<file path="config.mk">
export PLATFORM = sky130hd
export DESIGN_NAME = sorted_list_table_top_flat
export DESIGN_NICKNAME = d
export VERILOG_FILES = /design/src/hw/rtl/slt_pkg.sv /design/src/hw/rtl/slt_req_if.sv /design/src/hw/rtl/slt_rsp_if.sv /design/src/hw/rtl/sorted_list_table_top.sv /design/src/hw/rtl/slt_cell.sv /design/src/flat_wrapper.sv
export SDC_FILE = /design/constraint.sdc
export NUM_CORES = 2
export LEC_CHECK = 0
export ABC_AREA = 1
export BUFFER_PORTS_ARGS = -buffer_cell sky130_fd_sc_hd__buf_2
export CAP_MARGIN = 20
export CELL_PAD_IN_SITES_DETAIL_PLACEMENT = 0
export CELL_PAD_IN_SITES_GLOBAL_PLACEMENT = 1
export CORE_ASPECT_RATIO = 0.75
export CORE_MARGIN = 5
export CORE_UTILIZATION = 33
export DETAILED_ROUTE_END_ITERATION = 7
export GPL_TIMING_DRIVEN = 0
export MAX_ROUTING_LAYER = met4
export PLACE_DENSITY_LB_ADDON = 0.1
export SLEW_MARGIN = 25
export SYNTH_ARGS = -nofsm -noshare
export SYNTH_HDL_FRONTEND = slang
export SYNTH_SLANG_ARGS = --single-unit
export TNS_END_PERCENT = 50
</file>
<file path="constraint.sdc">
create_clock -name i_clk -period 9 [get_ports i_clk]
set_input_delay 0.9 -clock i_clk [delete_from_list [all_inputs] [get_ports i_clk]]
set_output_delay 0.9 -clock i_clk [all_outputs]
set_load 0.01 [all_outputs]
</file>
<file path="src/hw/rtl/slt_pkg.sv">
// Shared constants and types for the sorted list table.
`default_nettype none
package slt_pkg;

    localparam int CAPACITY = 16;
    localparam int DATA_W   = 32;
    localparam int KIND_W   = 2;
    localparam int STATUS_W = 2;
    localparam int POS_W    = 4;
    localparam int COUNT_W  = 5;
    localparam int IDX_W    = (CAPACITY > 1) ? $clog2(CAPACITY) : 1;
    localparam int CNT_W    = $clog2(CAPACITY + 1);

    localparam logic [KIND_W-1:0] KIND_INSERT = 2'd0;
    localparam logic [KIND_W-1:0] KIND_DELETE = 2'd1;
    localparam logic [KIND_W-1:0] KIND_SEARCH = 2'd2;

    localparam logic [STATUS_W-1:0] ST_DONE      = 2'd0;
    localparam logic [STATUS_W-1:0] ST_NOT_FOUND = 2'd1;
    localparam logic [STATUS_W-1:0] ST_FULL      = 2'd2;

    // Broadcast from the top to every cell.
    typedef struct packed {
        logic                     ins_en;
        logic                     del_en;
        logic signed [DATA_W-1:0] value;
    } t_cell_ctl;

    // Compare flags a cell hands to its right neighbor.
    typedef struct packed {
        logic valid;
        logic lt;
        logic eq;
    } t_cell_flags;

endpackage
`default_nettype wire

</file>
<file path="src/hw/rtl/slt_req_if.sv">
// Request channel of the sorted list table.
`default_nettype none
interface slt_req_if;
    logic                                 valid;
    logic                                 ready;
    logic [slt_pkg::KIND_W-1:0]           kind;
    logic signed [slt_pkg::DATA_W-1:0]    value;

    modport source (output valid, kind, value, input ready);
    modport sink   (input valid, kind, value, output ready);
endinterface
`default_nettype wire

</file>
<file path="src/hw/rtl/slt_rsp_if.sv">
// Result channel of the sorted list table.
`default_nettype none
interface slt_rsp_if;
    logic                           valid;
    logic                           ready;
    logic [slt_pkg::STATUS_W-1:0]   status;
    logic                           found;
    logic [slt_pkg::POS_W-1:0]      position;
    logic [slt_pkg::COUNT_W-1:0]    entry_count;

    modport source (output valid, status, found, position, entry_count, input ready);
    modport sink   (input valid, status, found, position, entry_count, output ready);
endinterface
`default_nettype wire

</file>
<file path="src/hw/rtl/sorted_list_table_top.sv">
// Top level of the sorted list table: a row of compare-and-shift cells.
//
//  port     dir  carries                                   accepted when
//  i_req    in   kind, value                               valid && ready
//  o_rsp    out  status, found, position, entry_count      valid && ready
//
// One request per cycle while i_req.ready is high: all cells compare against the request in parallel and
// shift by one slot in the same cycle; the result goes to an output register.
// The result is registered and is valid in the cycle after the request is accepted.
// i_req.ready drops only while a result waits and o_rsp.ready is low.
// Synchronous reset empties the table (count to zero); entry storage is not cleared.
`default_nettype none
module sorted_list_table_top (
    input  wire logic   i_clk,
    input  wire logic   i_rst_n,
    slt_req_if.sink     i_req,
    slt_rsp_if.source   o_rsp
);

    localparam int N = slt_pkg::CAPACITY;

    logic [slt_pkg::CNT_W-1:0]          r_count;
    logic [slt_pkg::CNT_W-1:0]          n_count;
    logic                               r_out_valid;
    logic [slt_pkg::STATUS_W-1:0]       r_status;
    logic [slt_pkg::STATUS_W-1:0]       n_status;
    logic                               r_found;
    logic                               n_found;
    logic [slt_pkg::POS_W-1:0]          r_position;
    logic [slt_pkg::POS_W-1:0]          n_position;

    logic                               w_accept;
    logic                               w_full;
    logic                               w_is_ins;
    logic                               w_is_del;
    logic                               w_match_any;
    logic [slt_pkg::IDX_W-1:0]          w_place_idx;
    logic [slt_pkg::IDX_W-1:0]          w_eq_idx;
    slt_pkg::t_cell_ctl                 w_ctl;

    slt_pkg::t_cell_flags               w_flags [N];
    logic signed [slt_pkg::DATA_W-1:0]  w_entry [N];
    logic [N-1:0]                       w_valid;
    logic [N-1:0]                       w_place;
    logic [N-1:0]                       w_first_eq;

    assign i_req.ready = !r_out_valid || o_rsp.ready;
    assign w_accept    = i_req.valid && i_req.ready;
    assign w_full      = (r_count == slt_pkg::CNT_W'(N));
    assign w_is_ins    = (i_req.kind == slt_pkg::KIND_INSERT);
    assign w_is_del    = (i_req.kind == slt_pkg::KIND_DELETE);
    assign w_match_any = |w_first_eq;

    assign w_ctl.ins_en = w_accept && w_is_ins && !w_full;
    assign w_ctl.del_en = w_accept && w_is_del && w_match_any;
    assign w_ctl.value  = i_req.value;

    genvar g;
    generate
        for (g = 0; g < N; g++) begin : g_cell
            slt_pkg::t_cell_flags               w_left_flags;
            logic signed [slt_pkg::DATA_W-1:0]  w_left_entry;
            logic signed [slt_pkg::DATA_W-1:0]  w_right_entry;

            assign w_valid[g] = (r_count > slt_pkg::CNT_W'(g));

            if (g == 0) begin : g_head
                assign w_left_flags.valid = 1'b1;
                assign w_left_flags.lt    = 1'b0;
                assign w_left_flags.eq    = 1'b0;
                assign w_left_entry       = w_entry[g];
            end else begin : g_body
                assign w_left_flags = w_flags[g-1];
                assign w_left_entry = w_entry[g-1];
            end

            if (g == N - 1) begin : g_tail
                assign w_right_entry = w_entry[g];
            end else begin : g_mid
                assign w_right_entry = w_entry[g+1];
            end

            slt_cell u_cell (
                .i_clk         (i_clk),
                .i_ctl         (w_ctl),
                .i_valid       (w_valid[g]),
                .i_left_flags  (w_left_flags),
                .i_left_entry  (w_left_entry),
                .i_right_entry (w_right_entry),
                .o_flags       (w_flags[g]),
                .o_entry       (w_entry[g]),
                .o_place       (w_place[g]),
                .o_first_eq    (w_first_eq[g])
            );
        end
    endgenerate

    // one-hot to index
    always_comb begin
        w_place_idx = '0;
        w_eq_idx    = '0;
        for (int i = 0; i < N; i++) begin
            if (w_place[i]) begin
                w_place_idx = w_place_idx | slt_pkg::IDX_W'(i);
            end
            if (w_first_eq[i]) begin
                w_eq_idx = w_eq_idx | slt_pkg::IDX_W'(i);
            end
        end
    end

    always_comb begin
        n_count    = r_count;
        n_status   = slt_pkg::ST_NOT_FOUND;
        n_found    = 1'b0;
        n_position = '0;
        if (w_is_ins) begin
            if (w_full) begin
                n_status = slt_pkg::ST_FULL;
            end else begin
                n_status   = slt_pkg::ST_DONE;
                n_found    = 1'b1;
                n_position = slt_pkg::POS_W'(w_place_idx);
                n_count    = r_count + slt_pkg::CNT_W'(1);
            end
        end else if (w_match_any) begin
            n_status   = slt_pkg::ST_DONE;
            n_found    = 1'b1;
            n_position = slt_pkg::POS_W'(w_eq_idx);
            if (w_is_del) begin
                n_count = r_count - slt_pkg::CNT_W'(1);
            end
        end
    end

    always_ff @(posedge i_clk) begin
        if (!i_rst_n) begin
            r_count     <= '0;
            r_out_valid <= 1'b0;
        end else begin
            if (w_accept) begin
                r_count     <= n_count;
                r_out_valid <= 1'b1;
            end else if (o_rsp.ready) begin
                r_out_valid <= 1'b0;
            end
        end
    end

    always_ff @(posedge i_clk) begin
        if (w_accept) begin
            r_status   <= n_status;
            r_found    <= n_found;
            r_position <= n_position;
        end
    end

    assign o_rsp.valid       = r_out_valid;
    assign o_rsp.status      = r_status;
    assign o_rsp.found       = r_found;
    assign o_rsp.position    = r_position;
    assign o_rsp.entry_count = slt_pkg::COUNT_W'(r_count);

`ifndef ASSERT_OFF
    a_count_bound: assert property (@(posedge i_clk) disable iff (!i_rst_n)
        r_count <= slt_pkg::CNT_W'(N))
        else $error("entry count above capacity");

    a_place_onehot: assert property (@(posedge i_clk) disable iff (!i_rst_n)
        $onehot0(w_place))
        else $error("insert slot not unique");

    a_first_eq_onehot: assert property (@(posedge i_clk) disable iff (!i_rst_n)
        $onehot0(w_first_eq))
        else $error("first match not unique");

    a_insert_count: assert property (@(posedge i_clk) disable iff (!i_rst_n)
        w_ctl.ins_en |=> r_count == $past(r_count) + slt_pkg::CNT_W'(1))
        else $error("insert did not grow the table");

    a_found_done: assert property (@(posedge i_clk) disable iff (!i_rst_n)
        (o_rsp.valid && o_rsp.found) |-> o_rsp.status == slt_pkg::ST_DONE)
        else $error("found result without done status");
`endif

endmodule
`default_nettype wire

</file>
<file path="src/hw/rtl/slt_cell.sv">
// One slot of the sorted table: holds an entry, compares it, shifts with neighbors.
`default_nettype none
module slt_cell (
    input  wire logic                                 i_clk,
    input  wire slt_pkg::t_cell_ctl                   i_ctl,
    input  wire logic                                 i_valid,
    input  wire slt_pkg::t_cell_flags                 i_left_flags,
    input  wire logic signed [slt_pkg::DATA_W-1:0]    i_left_entry,
    input  wire logic signed [slt_pkg::DATA_W-1:0]    i_right_entry,
    output slt_pkg::t_cell_flags                      o_flags,
    output logic signed [slt_pkg::DATA_W-1:0]         o_entry,
    output logic                                      o_place,
    output logic                                      o_first_eq
);

    logic signed [slt_pkg::DATA_W-1:0] r_entry;
    logic signed [slt_pkg::DATA_W-1:0] n_entry;
    logic                              w_lt;
    logic                              w_eq;

    assign w_lt = i_valid && (i_ctl.value < r_entry);
    assign w_eq = i_valid && (i_ctl.value == r_entry);

    // Insert lands on the first entry greater than the value, or on the first empty slot.
    assign o_place    = !i_left_flags.lt && (w_lt || (i_left_flags.valid && !i_valid));
    // Equal entries are contiguous, so the first one has no equal left neighbor.
    assign o_first_eq = w_eq && !i_left_flags.eq;

    always_comb begin
        n_entry = r_entry;
        if (i_ctl.ins_en) begin
            if (i_left_flags.lt) begin
                n_entry = i_left_entry;
            end else if (o_place) begin
                n_entry = i_ctl.value;
            end
        end else if (i_ctl.del_en) begin
            // everything at or after the first match moves one slot left
            if (w_eq || w_lt) begin
                n_entry = i_right_entry;
            end
        end
    end

    always_ff @(posedge i_clk) begin
        r_entry <= n_entry;
    end

    assign o_entry       = r_entry;
    assign o_flags.valid = i_valid;
    assign o_flags.lt    = w_lt;
    assign o_flags.eq    = w_eq;

endmodule
`default_nettype wire

</file>
<file path="src/flat_wrapper.sv">
// flat-port wrapper written by rule: the top's interface ports become plain ports
module sorted_list_table_top_flat 
  (i_clk, i_rst_n, i_req_valid, i_req_kind, i_req_value, i_req_ready, o_rsp_valid, o_rsp_status, o_rsp_found, o_rsp_position, o_rsp_entry_count, o_rsp_ready);
  slt_req_if i_req_i ();
  slt_rsp_if o_rsp_i ();
  input  wire logic i_clk;
  input  wire logic i_rst_n;
  input wire logic [$bits(i_req_i.valid)-1:0] i_req_valid;
  input wire logic [$bits(i_req_i.kind)-1:0] i_req_kind;
  input wire logic [$bits(i_req_i.value)-1:0] i_req_value;
  output wire logic [$bits(i_req_i.ready)-1:0] i_req_ready;
  output wire logic [$bits(o_rsp_i.valid)-1:0] o_rsp_valid;
  output wire logic [$bits(o_rsp_i.status)-1:0] o_rsp_status;
  output wire logic [$bits(o_rsp_i.found)-1:0] o_rsp_found;
  output wire logic [$bits(o_rsp_i.position)-1:0] o_rsp_position;
  output wire logic [$bits(o_rsp_i.entry_count)-1:0] o_rsp_entry_count;
  input wire logic [$bits(o_rsp_i.ready)-1:0] o_rsp_ready;
  assign i_req_i.valid = i_req_valid;
  assign i_req_i.kind = i_req_kind;
  assign i_req_i.value = i_req_value;
  assign i_req_ready = i_req_i.ready;
  assign o_rsp_valid = o_rsp_i.valid;
  assign o_rsp_status = o_rsp_i.status;
  assign o_rsp_found = o_rsp_i.found;
  assign o_rsp_position = o_rsp_i.position;
  assign o_rsp_entry_count = o_rsp_i.entry_count;
  assign o_rsp_i.ready = o_rsp_ready;
  sorted_list_table_top u_core (.i_clk(i_clk), .i_rst_n(i_rst_n), .i_req(i_req_i), .o_rsp(o_rsp_i));
endmodule
</file>
==> results by group <==
Timing
  – Slew HR: between 30% and 40%
  – Slew at the pin with the worst max-slew slack: 1.01 ns
  – Unrepaired setup endpoints after global routing: no
  – Min Tclk post-route: a little under 5 ns
  – Pins Over Slew Limit: 0
  – Setup TNS: 0 ns
  – Final hold vios: 0
  – Fmax: 0.205 GHz
  – Max Clock Skew: 0.0343 ns
  – Period utilization: 54.1%
  – Final setup viols: 0

Yosys
  – Share of the synthesized area in the top cell type: roughly two fifths
  – Largest area contributor in the netlist: edfxtp_1
  – Register area share after synthesis: 39.6%
  – Yosys warns: 0
  – Post-Synthesis Cells: ~5,000
  – Yosys cell types: 52
  – Post-synthesis instance area: 0.0396 mm²
  – Post-synth ARST share: 0%
  – EDFF count, synth: 519
  – Mapped Avg Cell Area: 8.14 µm²
  – Top cells by area, synth: edfxtp_1, ha_1, o21ai_0, a21oi_1, nand2_1
  – Synth top cells by count: o21ai_0, nand2_1, inv_1, a21oi_1, edfxtp_1
  – Yosys reg bits: 525
  – Syn Nets: 5,423
  – Top_reg_cell synth: edfxtp_1
  – Top-count cell post-synth: o21ai_0

Power and ir drop
  – Sw Share: 28.9%
  – PD cells: 139 mW/mm²
  – Power Internal: ~0.0044 W
  – Worst vdd ir: 0.000126 V
  – Flop pwr share: a little over two fifths
  – Clock power frac: 43.2%
  – Combinational power share: between 10% and 20%
  – LEAKAGE: 19.2 nW
  – Final Power: 0.00620 W
  – P_sw: about 0.0018 W

Detailed routing
  – Drt drc: 0
  – Vias: 35,400
  – First-pass iteration count of the detailed router: 5
  – Routed WL: between 150 and 200 mm
  – 1st-iter DRT viols: roughly 3,400
  – Post-route ant nets: 0
  – Avg WL per Cell: around 25 µm
  – Via/cell ratio: 5.34

Global routing
  – Total Routing Usage GR: about a quarter
  – Largest net degree at the start of global routing: 19
  – Number of global-route vias before repair: 34,000
  – Initial antenna violation count: 0
  – Overflow after GRT: 0
  – First-pass GRT wire length: 238 mm

Finish
  – Area grow syn2layout: 12.3%
  – Nets@finish: approximately 5,600
  – Non-Filler Instances: 6,630
  – # fillers: 12,600
  – Fraction of layout cells with a size suffix above 1: 5.81%

Clock tree
  – CTS tree: yes
  – Post-cts resize count: 0
  – Worst-skew pair later-pin latency: 0.65 ns
  – # clock sinks: 525
  – Clock root cell: clkbuf_16
  – Clock transition at path regs: 0.06 ns
  – Longest Clk Path Bufs: 3
  – CTS Hold Bufs: 0
  – H-Tree Depth: 3
  – Post-CTS setup buffer count: 0
  – CTS Buf Count: 67

Hold path
  – Hold Path Depth: 2
  – WHS Endpoint: u_core.o_rsp.valid$_SDFFE_PN0P_
  – Hold Crit Class: reg -> reg
  – Hold path start: u_core.o_rsp.valid$_SDFFE_PN0P_

Run status
  – Outcome: completed

Setup path
  – Reg-to-reg startpoint: u_core.g_cell[6].u_cell.o_entry[31]$_DFFE_PP_
  – Most frequent CP cell: nand2_1
  – CP required: between 9 and 10 ns
  – Reg2Reg Setup Slack: 4.38 ns
  – Critical path class: in -> reg
  – Crit path max-delay cell type: nor2_4
  – RR Endpoint: u_core.g_cell[6].u_cell.o_entry[7]$_DFFE_PP_
  – Sequence of cells on the critical path: buf_2, ha_1, a21oi_1, o21a_1, nand2_1, a21oi_1, nand2_1, nand2_1, nand3_1, clkbuf_1, nand3_1, o21ai_0, nor2_4, buf_16
  – Depth of the worst register-to-register path: 14
  – Crit. End Element: flip-flop
  – Crit path max fanout: 18
  – CP arrival: 5.22 ns
  – Crit path largest cell delay: between 0.5 and 0.6 ns
  – Launch point of the worst path: i_req_value[31]
  – Startpoint types: input pin

Flow run
  – Max-cap viol count: 0

Floorplan
  – Die width: approximately 400 µm
  – Area of the core: approximately 0.12 mm²
  – Starting Density: 33.1%
  – I/O pin count: 52
  – Chip height: 310 µm
  – Site row count: 110
  – Die area: ~0.13 mm²

Place
  – DP Cell Count: roughly 6,500
  – Gpl congestion: approximately 0.94
  – Port bufs: a little over 50
  – DP HPWL: 138 mm
[critical path, delay by kind of cell]
kind / cells / cell delay [ns]
buf+inv: 3 / 1.17
fa+ha+maj: 1 / 0.38
compound gates: 4 / 1.35
simple gates: 6 / 1.34
[registers in the layout, summed over array words and instances (netlist names)]
register	flops
u_core.g_cell.u_cell.o_entry	512
u_core.o_rsp.status	2
u_core.o_rsp.entry_count	5
u_core.o_rsp.position	4
u_core.o_rsp.found	1
u_core.o_rsp.valid	1
[power by group through the flow]
| stage | clock (W) | combinational, W | sequential [W] |
|---|---|---|---|
| after global routing | 0.00283 | 0.000910 | 0.00270 |
| after global placement | 0 | 0.000787 | 0.00275 |
| after floorplan | 0 | 0.000453 | 0.00275 |
| after detailed placement | 0 | 0.000807 | 0.00275 |
| final | 0.00267 | 0.000820 | 0.00270 |
| after CTS | 0.00274 | 0.000810 | 0.00270 |
[final cells by class]
type	instances	area, µm²	share of cell area, %
Antenna cell	5	12.5	0.0281
Buffer	242	997	2.24
Clock buffer	82	1750	3.94
Clock inverter	36	278	0.625
Inverter	698	2630	5.91
Multi-Input combinational cell	3403	20400	45.9
Sequential cell	525	15700	35.3
Tap cell	1568	1960	4.41
Timing Repair Buffer	71	728	1.64
[kinds of logic (layout without fill, tap and decap cells)]
group           after synthesis  in the layout  synth area share (%)
compound gates             1742           1742                  22.8
xor+xnor                      4              4                0.0885
fa+ha+maj                   517            517                  16.3
buf+inv                     940           1129                  9.15
flops                       525            525                  39.6
other cells                   0              5                     0
simple gates               1140           1140                  12.0
[stage by stage]
stage                     utilization [%]  hold WS, ns  cell area (µm²)  worst slack (ns)
after floorplan                         -        0.525            39600              3.95
after global placement               35.0        0.503            41800             0.633
after detailed placement             35.5        0.516            42400              3.56
after CTS                            37.2        0.505            44500              4.26
after global routing                 37.2        0.550            44500              4.00
final                                37.2        0.521            44500              4.13
[worst max-delay path by stage]
stage / cells past startpoint / end
after global placement: 17 / u_core.g_cell[5].u_cell.o_entry[26]$_DFFE_PP_
final: 14 / u_core.g_cell[6].u_cell.o_entry[7]$_DFFE_PP_
after floorplan: 15 / u_core.g_cell[0].u_cell.o_entry[0]$_DFFE_PP_
after global routing: 19 / u_core.g_cell[5].u_cell.o_entry[2]$_DFFE_PP_
after detailed placement: 19 / u_core.g_cell[5].u_cell.o_entry[5]$_DFFE_PP_
after CTS: 19 / u_core.g_cell[5].u_cell.o_entry[12]$_DFFE_PP_
[routing by layer]
metal / part of all wire, % / routed length, µm / vias to the layer above / global-route usage (%)
li1: - / - / 17200 / -
met1: 52 / 87100 / 17000 / 40.9
met2: 40 / 66200 / 1022 / 36.5
met3: 5.8 / 9680 / 147 / 2.97
met4: 1.8 / 2990 / 0 / 5.15
met5: 0 / 0 / - / -
[layout by cell type (no fill, tap or decap), types with 3 or more instances in the layout]
cell,instances
inv_2,6
buf_2,112
edfxtp_1,519
o21ai_1,97
nor2_4,17
nand4_1,30
nand2_2,7
o21a_1,35
clkbuf_16,67
buf_16,15
clkbuf_1,151
o21ai_0,857
nor2_1,225
nand2_4,5
a21oi_1,666
nand3_1,108
dfxtp_1,6
a21o_1,9
buf_1,40
buf_6,5
xor2_1,3
clkinv_1,15
nand3b_1,6
and2_1,4
o21bai_1,31
nor3_1,13
diode_2,5
bufinv_16,4
ha_1,517
nor4_1,4
nand2_1,697
nor2_2,8
inv_6,3
clkinv_2,18
inv_1,685
o22ai_1,31
nand3_2,4
Power figures use the tool's default switching activity.
